File: src/sv/assert_macros.svh
// assertion helpers, clocked on clk_i and disabled while rst_ni is low
`ifndef ASSERT_MACROS_SVH
`define ASSERT_MACROS_SVH

// condition must never hold
`define ASSERT_NEVER(lbl, cond) \
  lbl: assert property (@(posedge clk_i) disable iff (!rst_ni) !(cond)) \
    else $error("assertion failed");

// antecedent implies consequent in the same cycle
`define ASSERT_IMPLIES(lbl, ante, cons) \
  lbl: assert property (@(posedge clk_i) disable iff (!rst_ni) (ante) |-> (cons)) \
    else $error("assertion failed");

`endif

File: src/sv/hpdc_pkg.sv
package hpdc_pkg;

  localparam int WORD_BITS   = 64;
  localparam int ALLELE_BITS = 8;

  // fixed field widths on the stream
  localparam int DATA_W   = 64;
  localparam int ALLELE_W = 8;
  localparam int CNT_W    = 32;
  localparam int TDATA_W  = 2 * DATA_W + 2 * ALLELE_W;
  localparam int OUT_W    = 3 * CNT_W;

  localparam int INC_W      = $clog2(WORD_BITS + 1);
  localparam int ALLELE_USE = (ALLELE_BITS < ALLELE_W) ? ALLELE_BITS : ALLELE_W;

  localparam int QUEUE_DEPTH = 2;
  localparam int QPTR_W      = $clog2(QUEUE_DEPTH);
  localparam int QCNT_W      = $clog2(QUEUE_DEPTH + 1);

  typedef enum logic {
    OP_BIALLELIC = 1'b0,
    OP_MULTI     = 1'b1
  } hpdc_op_e;

  // per-item increments handed from front to back
  typedef struct packed {
    logic [INC_W-1:0] same;
    logic [INC_W-1:0] either;
    logic [INC_W-1:0] diff;
    logic             last;
  } hpdc_incr_t;

  // adder tree popcount over the low WORD_BITS bits
  function automatic logic [INC_W-1:0] ones_in(logic [WORD_BITS-1:0] w);
    logic [INC_W-1:0] v [WORD_BITS];
    for (int i = 0; i < WORD_BITS; i++) begin
      v[i] = INC_W'(w[i]);
    end
    for (int s = 1; s < WORD_BITS; s = s * 2) begin
      for (int i = 0; i + s < WORD_BITS; i = i + 2 * s) begin
        v[i] = v[i] + v[i+s];
      end
    end
    return v[0];
  endfunction

endpackage

File: src/sv/haplotype_pair_distance_counts.sv
// a last item passes through the queue and the output register before its result shows on m_axis
// one item per cycle unless the queue is full; front popcounts on accept, back adds per pop
// a result waiting on m_axis_tready stalls only a later last item, others keep accumulating
// reset (rst_ni low, async): counts cleared to zero, queue emptied, no result pending
module haplotype_pair_distance_counts (
  input  logic                          clk_i,
  input  logic                          rst_ni,
  input  logic                          s_axis_tvalid,
  output logic                          s_axis_tready,
  // word_a [63:0], word_b [127:64], allele_a [135:128], allele_b [143:136]
  input  logic [hpdc_pkg::TDATA_W-1:0]  s_axis_tdata,
  // op (0 biallelic word pair, 1 multi-allelic allele pair)
  input  logic                          s_axis_tuser,
  // last item of the haplotype pair
  input  logic                          s_axis_tlast,
  output logic                          m_axis_tvalid,
  input  logic                          m_axis_tready,
  // same_in_both [31:0], present_in_either [63:32], differing [95:64]
  output logic [hpdc_pkg::OUT_W-1:0]    m_axis_tdata
);
  import hpdc_pkg::*;

  `include "assert_macros.svh"

  // front to queue
  hpdc_incr_t f_item;
  logic       f_push;
  logic       q_full;

  // queue to back
  hpdc_incr_t q_item;
  logic       q_valid;
  logic       q_pop;

  // front: accept and turn each item into three increments
  hpdc_front u_front (
    .s_axis_tvalid (s_axis_tvalid),
    .s_axis_tready (s_axis_tready),
    .s_axis_tdata  (s_axis_tdata),
    .s_axis_tuser  (s_axis_tuser),
    .s_axis_tlast  (s_axis_tlast),
    .q_full_i      (q_full),
    .push_o        (f_push),
    .item_o        (f_item)
  );

  // short queue so a stalled result does not block accepts at once
  hpdc_queue u_queue (
    .clk_i   (clk_i),
    .rst_ni  (rst_ni),
    .push_i  (f_push),
    .item_i  (f_item),
    .full_o  (q_full),
    .valid_o (q_valid),
    .pop_i   (q_pop),
    .item_o  (q_item)
  );

  // back: saturating accumulate, emit and clear on last
  hpdc_back u_back (
    .clk_i         (clk_i),
    .rst_ni        (rst_ni),
    .q_valid_i     (q_valid),
    .q_item_i      (q_item),
    .q_pop_o       (q_pop),
    .m_axis_tvalid (m_axis_tvalid),
    .m_axis_tready (m_axis_tready),
    .m_axis_tdata  (m_axis_tdata)
  );

  // the front never writes into a full queue
  `ASSERT_NEVER(a_no_overflow, f_push && q_full)
  // and-count never exceeds or-count
  `ASSERT_NEVER(a_incr_order, f_push && (f_item.same > f_item.either))
  // a new result only follows a popped last item
  `ASSERT_IMPLIES(a_result_src, $rose(m_axis_tvalid), $past(q_pop && q_item.last))
  // a pop needs a valid queue head
  `ASSERT_IMPLIES(a_pop_valid, q_pop, q_valid)

endmodule

File: src/sv/hpdc_front.sv
module hpdc_front (
  input  logic                          s_axis_tvalid,
  output logic                          s_axis_tready,
  input  logic [hpdc_pkg::TDATA_W-1:0]  s_axis_tdata,
  input  logic                          s_axis_tuser,
  input  logic                          s_axis_tlast,
  input  logic                          q_full_i,
  output logic                          push_o,
  output hpdc_pkg::hpdc_incr_t          item_o
);
  import hpdc_pkg::*;

  logic [DATA_W-1:0]   word_a, word_b;
  logic [ALLELE_W-1:0] allele_a, allele_b;
  logic [ALLELE_USE-1:0] al_a, al_b;
  logic both_nz, al_eq;

  assign word_a   = s_axis_tdata[DATA_W-1:0];
  assign word_b   = s_axis_tdata[2*DATA_W-1:DATA_W];
  assign allele_a = s_axis_tdata[2*DATA_W +: ALLELE_W];
  assign allele_b = s_axis_tdata[2*DATA_W+ALLELE_W +: ALLELE_W];

  assign al_a    = allele_a[ALLELE_USE-1:0];
  assign al_b    = allele_b[ALLELE_USE-1:0];
  assign both_nz = (|al_a) && (|al_b);
  assign al_eq   = (al_a == al_b);

  assign s_axis_tready = !q_full_i;
  assign push_o        = s_axis_tvalid && !q_full_i;

  always_comb begin
    item_o.last = s_axis_tlast;
    case (hpdc_op_e'(s_axis_tuser))
      OP_BIALLELIC: begin
        item_o.same   = ones_in(word_a[WORD_BITS-1:0] & word_b[WORD_BITS-1:0]);
        item_o.either = ones_in(word_a[WORD_BITS-1:0] | word_b[WORD_BITS-1:0]);
        item_o.diff   = ones_in(word_a[WORD_BITS-1:0] ^ word_b[WORD_BITS-1:0]);
      end
      OP_MULTI: begin
        item_o.same   = INC_W'(both_nz && al_eq);
        item_o.either = INC_W'(both_nz);
        item_o.diff   = INC_W'(!al_eq);
      end
      default: begin
        item_o.same   = '0;
        item_o.either = '0;
        item_o.diff   = '0;
      end
    endcase
  end

endmodule

File: src/sv/hpdc_queue.sv
module hpdc_queue (
  input  logic                 clk_i,
  input  logic                 rst_ni,
  input  logic                 push_i,
  input  hpdc_pkg::hpdc_incr_t item_i,
  output logic                 full_o,
  output logic                 valid_o,
  input  logic                 pop_i,
  output hpdc_pkg::hpdc_incr_t item_o
);
  import hpdc_pkg::*;

  hpdc_incr_t        mem_q [QUEUE_DEPTH];
  logic [QPTR_W-1:0] wr_q, wr_d, rd_q, rd_d;
  logic [QCNT_W-1:0] cnt_q, cnt_d;
  logic do_push, do_pop;

  assign full_o  = (cnt_q == QCNT_W'(QUEUE_DEPTH));
  assign valid_o = (cnt_q != '0);
  assign item_o  = mem_q[rd_q];
  assign do_push = push_i && !full_o;
  assign do_pop  = pop_i && valid_o;

  // pointer wrap at the queue depth
  always_comb begin
    wr_d  = wr_q;
    rd_d  = rd_q;
    cnt_d = cnt_q;
    if (do_push) begin
      wr_d = (wr_q == QPTR_W'(QUEUE_DEPTH - 1)) ? '0 : wr_q + 1'b1;
    end
    if (do_pop) begin
      rd_d = (rd_q == QPTR_W'(QUEUE_DEPTH - 1)) ? '0 : rd_q + 1'b1;
    end
    case ({do_push, do_pop})
      2'b10:   cnt_d = cnt_q + 1'b1;
      2'b01:   cnt_d = cnt_q - 1'b1;
      default: cnt_d = cnt_q;
    endcase
  end

  always_ff @(posedge clk_i or negedge rst_ni) begin
    if (!rst_ni) begin
      wr_q  <= '0;
      rd_q  <= '0;
      cnt_q <= '0;
    end else begin
      wr_q  <= wr_d;
      rd_q  <= rd_d;
      cnt_q <= cnt_d;
    end
  end

  always_ff @(posedge clk_i) begin
    if (do_push) begin
      mem_q[wr_q] <= item_i;
    end
  end

endmodule

File: src/sv/hpdc_back.sv
module hpdc_back (
  input  logic                        clk_i,
  input  logic                        rst_ni,
  input  logic                        q_valid_i,
  input  hpdc_pkg::hpdc_incr_t        q_item_i,
  output logic                        q_pop_o,
  output logic                        m_axis_tvalid,
  input  logic                        m_axis_tready,
  output logic [hpdc_pkg::OUT_W-1:0]  m_axis_tdata
);
  import hpdc_pkg::*;

  logic [CNT_W-1:0] same_q, same_d, either_q, either_d, diff_q, diff_d;
  logic [CNT_W-1:0] same_sum, either_sum, diff_sum;
  logic [OUT_W-1:0] out_q, out_d;
  logic             out_vld_q, out_vld_d;

  function automatic logic [CNT_W-1:0] sat_add(logic [CNT_W-1:0] acc,
                                               logic [INC_W-1:0] inc);
    logic [CNT_W:0] s;
    s = {1'b0, acc} + (CNT_W + 1)'(inc);
    return s[CNT_W] ? {CNT_W{1'b1}} : s[CNT_W-1:0];
  endfunction

  // a last item needs the output register free or draining
  assign q_pop_o = q_valid_i && (!q_item_i.last || !out_vld_q || m_axis_tready);

  assign same_sum   = sat_add(same_q, q_item_i.same);
  assign either_sum = sat_add(either_q, q_item_i.either);
  assign diff_sum   = sat_add(diff_q, q_item_i.diff);

  always_comb begin
    same_d    = same_q;
    either_d  = either_q;
    diff_d    = diff_q;
    out_d     = out_q;
    out_vld_d = out_vld_q && !m_axis_tready;
    if (q_pop_o) begin
      if (q_item_i.last) begin
        out_d     = {diff_sum, either_sum, same_sum};
        out_vld_d = 1'b1;
        same_d    = '0;
        either_d  = '0;
        diff_d    = '0;
      end else begin
        same_d   = same_sum;
        either_d = either_sum;
        diff_d   = diff_sum;
      end
    end
  end

  always_ff @(posedge clk_i or negedge rst_ni) begin
    if (!rst_ni) begin
      same_q    <= '0;
      either_q  <= '0;
      diff_q    <= '0;
      out_vld_q <= 1'b0;
    end else begin
      same_q    <= same_d;
      either_q  <= either_d;
      diff_q    <= diff_d;
      out_vld_q <= out_vld_d;
    end
  end

  always_ff @(posedge clk_i) begin
    out_q <= out_d;
  end

  assign m_axis_tvalid = out_vld_q;
  assign m_axis_tdata  = out_q;

endmodule

File: config.mk
export PLATFORM = sky130hd
export DESIGN_NAME = haplotype_pair_distance_counts
export DESIGN_NICKNAME = d
export VERILOG_FILES = /design/src/sv/hpdc_pkg.sv /design/src/sv/haplotype_pair_distance_counts.sv /design/src/sv/hpdc_front.sv /design/src/sv/hpdc_queue.sv /design/src/sv/hpdc_back.sv
export VERILOG_INCLUDE_DIRS = /design/src /design/src/sv
export SDC_FILE = /design/constraint.sdc
export NUM_CORES = 1
export LEC_CHECK = 0
export BUFFER_PORTS_ARGS = -buffer_cell sky130_fd_sc_hd__clkbuf_2
export CORE_MARGIN = 3
export CORE_UTILIZATION = 65
export DETAILED_ROUTE_END_ITERATION = 10
export PLACE_DENSITY = 0.9
export SLEW_MARGIN = 30
export SYNTH_ARGS = -nofsm -noshare
export SYNTH_HDL_FRONTEND = slang
export SYNTH_SLANG_ARGS = --single-unit
File: constraint.sdc
create_clock -name clk_i -period 9.27 [get_ports clk_i]
set_input_delay 1.3905 -clock clk_i [delete_from_list [all_inputs] [get_ports clk_i]]
set_output_delay 1.3905 -clock clk_i [all_outputs]
set_load 0.1 [all_outputs]
==> flow_summary_export.csv, run 1 <==
group,metric,value,unit
logic_synthesis,ys_seq_area_share,31.90,%
placement,detailed_place.area,0.02271,sq mm
global_routing,antenna_found_initial,1,
drt,vias,15720,
global_routing,met3_usage,2.917,%
drt,firstDrtPassIters,8,
critical_path,critPathSlowestCell,"fa_1",
logic_synthesis,yosysMostFrequentCell,"inv_1",
critical_path,end_kind,"flop",
cts,cts_resized,0,
die,dieArea,0.03466,sq mm
sta,timing.final.ws_setup,2.196,ns
logic_synthesis,synth_top_cells_by_area,"edfxtp_1 (20%), fa_1 (17%), ha_1 (17%)",
cts,cts_tree,"built",
final_layout,design_area,0.02349,sq mm
sta,finalSetupTns,0,ns
cts,clock-sinks,241,
global_routing,overflow,0,
die,initial_utilization,66.35,%
logic_synthesis,syn-cell-area,0.02110,sq mm
global_routing,busiest_layer,"met2",
min_path,min_path_cells,1,
drt,first_iter_violations,1270,
sta,relSlewSlack,31.59,%
global_routing,grtUsageTotal,27.85,%
run,cap_violations,0,
critical_path,rr_endpoint,"u_back.m_axis_tdata[9]",
final_layout,nets,2934,
drt,drc,0,
sta,period_share,76.31,%
critical_path,cp-start-kind,"input port",
cts,cts_max_path_buffers,3,
logic_synthesis,syn-num-nets,2719,
critical_path,timing.reg2reg.setup_slack,5.11,ns
min_path,worstHoldPathType,"reg -> reg",
sta,max_freq,141.4,MHz
sta,worst_pin_slew,0.9976,ns
sta,fin_crit,7.074,ns
critical_path,crit_type,"in -> reg",
final_layout,syn_to_final_growth,11.33,%
logic_synthesis,netlist_instances,2107,
critical_path,cp.arrival,7.32,ns
sta,rsz0062_at_grt,"false",
sta,finalClockSkew,0.02175,ns
cts,numCtsBuffers,23,
logic_synthesis,synthArstFlopShare,41.91,%
placement,dp_worst_setup_slack,1.699,ns
critical_path,cp.required,9.51,ns
cts,hold_buffers,0,
logic_synthesis,yosys_most_used_dff,"edfxtp_1",
critical_path,reg2reg_from,"u_queue.rd_q",
logic_synthesis,synth.ff_latch_count,241,
die,core-area,0.03180,sq mm
cts,cts_setup_buffers,0,
min_path,holdCritStartpoint,"u_back.same_q[3]",
drt,post_drt_via_cell_ratio,5.662,
logic_synthesis,yosysUniqueCellTypes,69,
drt,ant_nets,0,
placement,hpwlAfterDp,37.67,mm
global_routing,grt_max_degree,95,
critical_path,crit_top_cell,"inv_1",
logic_synthesis,synth-edff-count,140,
placement,globalplace.congestion,0.9484,
logic_synthesis,yosysTopAreaCellShare,19.93,%
cts,root_buffer,"clkbuf_16",
global_routing,globalRouteMet2Util,49.42,%
status,status,"finished, final reports clean",
sta,setup_viol,0,
global_routing,grt_pass1_wl,77.76,mm
die,placement_rows,65,
cts,h-tree-depth,1,
sta,finalHoldViolations,0,
min_path,holdPathEnd,"u_back.same_q[3]",
die,dieWidth,186.2,microns
drt,wl,47.41,mm
die,io_pins,248,
critical_path,max_stage_delay,0.57,ns
cts,insertion_delay,0.53,ns
drt,wl_per_cell,17.08,microns
logic_synthesis,yosys.area.top_type,"edfxtp_1",
critical_path,r2r.worst_path.cells,10,
logic_synthesis,yosys_warnings,0,
logic_synthesis,syn_area_per_cell,10.01,sq um
cts,clkSlewWorstSetupHoldPaths,0.06,ns
global_routing,grt_pass1_vias,16220,
critical_path,cp_max_fo,2,
final_layout,layout-drive-gt1-share,14.41,%
global_routing,met1_usage,34.59,%
logic_synthesis,yosys-top-cells-count,"inv_1 (492), ha_1 (279), fa_1 (183)",
sta,drv_slew,0,
die,fp.dieH,186.2,microns
placement,port_buffers,247,
-- worst max-delay path, delay by kind of cell --
| kind | cells | cell delay, ns |
|---|---|---|
| AO/OA/AOI/OAI | 2 | 0.35 |
| XOR/XNOR | 1 | 0.16 |
| adder cells (fa/ha/maj) | 11 | 4.69 |
| buffers and inverters | 10 | 0.63 |
| AND/OR/NAND/NOR | 1 | 0.08 |
-- area by class of cell --
class,instances,area [sq um]
multi-input combinational,1307,12270
clock buffer,25,593.1
antenna,2,5.005
tap,435,544.3
clock inverter,17,181.4
timing repair buffer,256,1311
sequential,241,6731
inverter,493,1853
fill,2093,8310
-- flip-flops by register name, indices dropped and copies added, names as in the netlist --
register and flops:
u_queue.rd_q 1, u_queue.mem_q 44, u_back.diff_q 32, u_back.m_axis_tvalid 1, u_queue.wr_q 1, u_back.same_q 32
u_queue.cnt_q 2, u_back.m_axis_tdata 96, u_back.either_q 32
-- worst max path at each step --
| stage | startpoint | endpoint | slack, ns |
|---|---|---|---|
| 6_report | s_axis_tdata[62] | u_queue.mem_q[0][6] | 2.20 |
| 5_1_grt | s_axis_tdata[62] | u_queue.mem_q[0][6] | 1.94 |
| 4_1_cts | s_axis_tdata[62] | u_queue.mem_q[0][6] | 2.21 |
| 3_5_place_dp | s_axis_tdata[62] | u_queue.mem_q[0][6] | 1.70 |
| 3_3_place_gp | s_axis_tdata[62] | u_queue.mem_q[0][6] | 1.87 |
| 2_1_floorplan | s_axis_tdata[62] | u_queue.mem_q[0][6] | 2.22 |
-- cells by family (layout without fill, tap and decap cells) --
kind of cell / after synthesis / count (layout) / share of synthesized area [%]
flops: 241 / 241 / 31.90
fa+ha+maj: 462 / 462 / 33.91
buf+inv: 559 / 791 / 10.15
compound gates: 288 / 288 / 8.830
mux: 26 / 26 / 1.346
xor+xnor: 77 / 77 / 3.196
other cells: 0 / 2 / 0
simple gates: 454 / 454 / 10.67
-- per-layer routing --
| metal | up-vias | wire length (microns) |
|---|---|---|
| met5 | - | 0 |
| met4 | 0 | 2379 |
| met3 | 165 | 2834 |
| met2 | 697 | 24360 |
| met1 | 7536 | 17830 |
| li1 | 7319 | - |
-- metrics by stage --
| stage | hold slack (ns) | cells | utilization (%) |
|---|---|---|---|
| floorplan | 0.4608 | 2107 | - |
| global placement | 0.4938 | 2730 | 71.31 |
| detailed placement | 0.4961 | 2732 | 71.40 |
| global route | 0.5284 | 2775 | 73.86 |
| finish | 0.5120 | 2776 | 73.87 |
| CTS | 0.5152 | 2774 | 73.84 |
-- cell usage in the layout, fill, tap and decap left out, types with 15 or more instances in the layout --
| cell type | n |
|---|---|
| o21ai_0 | 61 |
| mux2_2 | 19 |
| ha_1 | 279 |
| a21o_1 | 20 |
| inv_1 | 492 |
| a22o_1 | 32 |
| xnor2_1 | 29 |
| nand4_1 | 33 |
| fa_1 | 183 |
| a31oi_1 | 20 |
| nand2_1 | 152 |
| xor2_1 | 48 |
| a21oi_1 | 75 |
| nor4_1 | 20 |
| or3_1 | 15 |
| nor2_1 | 69 |
| clkbuf_16 | 23 |
| nand3_1 | 58 |
| clkbuf_2 | 246 |
| dfrtp_1 | 101 |
| nor3_1 | 23 |
| nor2b_1 | 19 |
| edfxtp_1 | 140 |
Power of run 1 is not shown: default switching activity piles up to over one toggle a cycle in this logic, so the estimate is an artifact.
==> run 2, diff against run 1 <==
Settings changed: CORE_UTILIZATION 65 to 61, PLACE_DENSITY 0.9 to 0.85.
Clock period 9.27 ns to 7.3 ns, I/O delays scaled along.
==> flow_summary_export.csv, run 2 (synthesis results as in run 1) <==
group,metric,value,unit
status,status,"finished, final reports clean",
cts,hold_buffers,0,
global_routing,antenna_found_initial,0,
sta,rsz0062_at_grt,"false",
final_layout,register_area,0.006733,sq mm
global_routing,grt_pass1_wl,77.38,mm
sta,fin_crit,6.611,ns
final_layout,num_antenna_cells,0,
drt,wl,47.05,mm
die,fp.dieH,192.0,microns
final_layout,final_cell_mix,"inv_1 (492), ha_1 (279), clkbuf_2 (246)",
sta,finalHoldViolations,0,
placement,globalplace.congestion,0.9187,
die,initial_utilization,62.45,%
cts,clock-sinks,241,
sta,relSlewSlack,35.88,%
drt,first_iter_violations,987,
placement,port_buffers,247,
final_layout,design_area,0.02355,sq mm
critical_path,cp.arrival,6.86,ns
sta,drv_slew,0,
cts,clkSlewWorstSetupHoldPaths,0.07,ns
die,io_pins,248,
cts,cts_setup_buffers,0,
drt,post_drt_via_cell_ratio,5.510,
global_routing,grtUsageTotal,25.93,%
drt,route.met2.wl,23.82,mm
sta,setup_viol,0,
cts,insertion_delay,0.52,ns
sta,finalSetupTns,0,ns
die,dieArea,0.03686,sq mm
drt,vias,15360,
critical_path,cp.required,7.55,ns
min_path,worstHoldPathType,"in -> async",
final_layout,layout_commonest_cell,"inv_1",
critical_path,crit_type,"in -> reg",
global_routing,grt_pass1_vias,16070,
drt,ant_nets,0,
cts,numCtsBuffers,23,
placement,detailed_place.area,0.02272,sq mm
global_routing,grt_max_degree,74,
final_layout,fillers,2435,
sta,worst_pin_slew,0.9351,ns
sta,max_freq,151.3,MHz
global_routing,overflow,0,
drt,drc,0,
cts,cts_tree,"built",
final_layout,nets,2934,
die,core-area,0.03378,sq mm
die,dieWidth,192.0,microns
drt,wl_per_cell,16.88,microns
drt,firstDrtPassIters,6,
run,cap_violations,0,
critical_path,cp_max_fo,2,
final_layout,multi_input_area,0.01227,sq mm
final_layout,largest_reg_flops,96,
placement,hpwlAfterDp,37.41,mm
cts,cts_max_path_buffers,3,
die,placement_rows,67,
sta,period_share,90.56,%
final_layout,layout-drive-gt1-share,14.45,%
cts,cts_resized,0,
critical_path,cp-start-kind,"input port",
final_layout,syn_to_final_growth,11.61,%
critical_path,end_kind,"flop",
drt,met1_length,18.79,mm
drt,routed.top_layer,"met4",
cts,root_buffer,"clkbuf_16",
drt,dr_wl_met3,2.514,mm
cts,h-tree-depth,1,
sta,finalClockSkew,0.01368,ns
[run 2: cell types whose count changed in the layout (fill, tap and decap cells not counted), moves of 2 or more]
cell,delta
diode_2,-2
clkinv_2,-4
buf_4,+2
bufinv_16,+2
clkinvlp_4,+2
[run 2: routing by layer]
| layer | vias up | global-route usage (%) |
|---|---|---|
| li1 | 7326 | - |
| met1 | 7400 | 32.69 |
| met2 | 515 | 46.22 |
| met3 | 115 | 2.446 |
| met4 | 0 | 10.17 |
| met5 | - | 0 |
[run 2: worst max-delay path: stages]
cell and delay (ns):
clkbuf_2 0.09, inv_1 0.04, ha_1 0.28, ha_1 0.27, inv_1 0.05, fa_1 0.53, inv_1 0.06, fa_1 0.54
inv_1 0.10, fa_1 0.54, inv_1 0.06, fa_1 0.44, fa_1 0.50, fa_1 0.55, inv_1 0.06, fa_1 0.53
inv_1 0.04, ha_1 0.20, inv_1 0.07, fa_1 0.20, inv_1 0.05, a21o_1 0.17, a21oi_1 0.16, xor2_1 0.15
nor2_1 0.07
[run 2: final timing paths]
path / depth (start not counted) / slack [ns] / end / start
worst max-delay path: 25 / 0.69 / u_queue.mem_q[1][6] / s_axis_tdata[63]
worst min-delay path: 1 / 0.51 / u_back.same_q[27] / rst_ni
worst max register to register: 11 / 3.15 / u_back.same_q[2] / u_queue.rd_q
worst min register to register: 1 / 0.52 / u_back.either_q[3] / u_back.either_q[3]
max in group asynchronous: 2 / 5.73 / u_queue.rd_q / rst_ni
min in group clk_i: 1 / 0.52 / u_back.either_q[3] / u_back.either_q[3]
[run 2: layout make-up]
type | instances | share of cell area, %
Timing Repair Buffer | 256 | 5.563
Tap cell | 448 | 2.380
Sequential cell | 241 | 28.59
Clock inverter | 18 | 1.026
Clock buffer | 24 | 2.460
Multi-Input combinational cell | 1307 | 52.11
Inverter | 493 | 7.869
[run 2: through the flow]
step / setup WS (ns) / util (%) / std cells / hold slack, ns
3_3_place_gp: 0.2153 / 67.19 / 2744 / 0.4952
5_1_grt: 0.3944 / 69.70 / 2787 / 0.5357
2_1_floorplan: 0.5470 / - / 2107 / 0.4608
4_1_cts: 0.6900 / 69.68 / 2787 / 0.5209
3_5_place_dp: 0.1351 / 67.25 / 2745 / 0.5027
6_report: 0.6893 / 69.70 / 2787 / 0.5064
Power of run 2 is left out for the same reason.
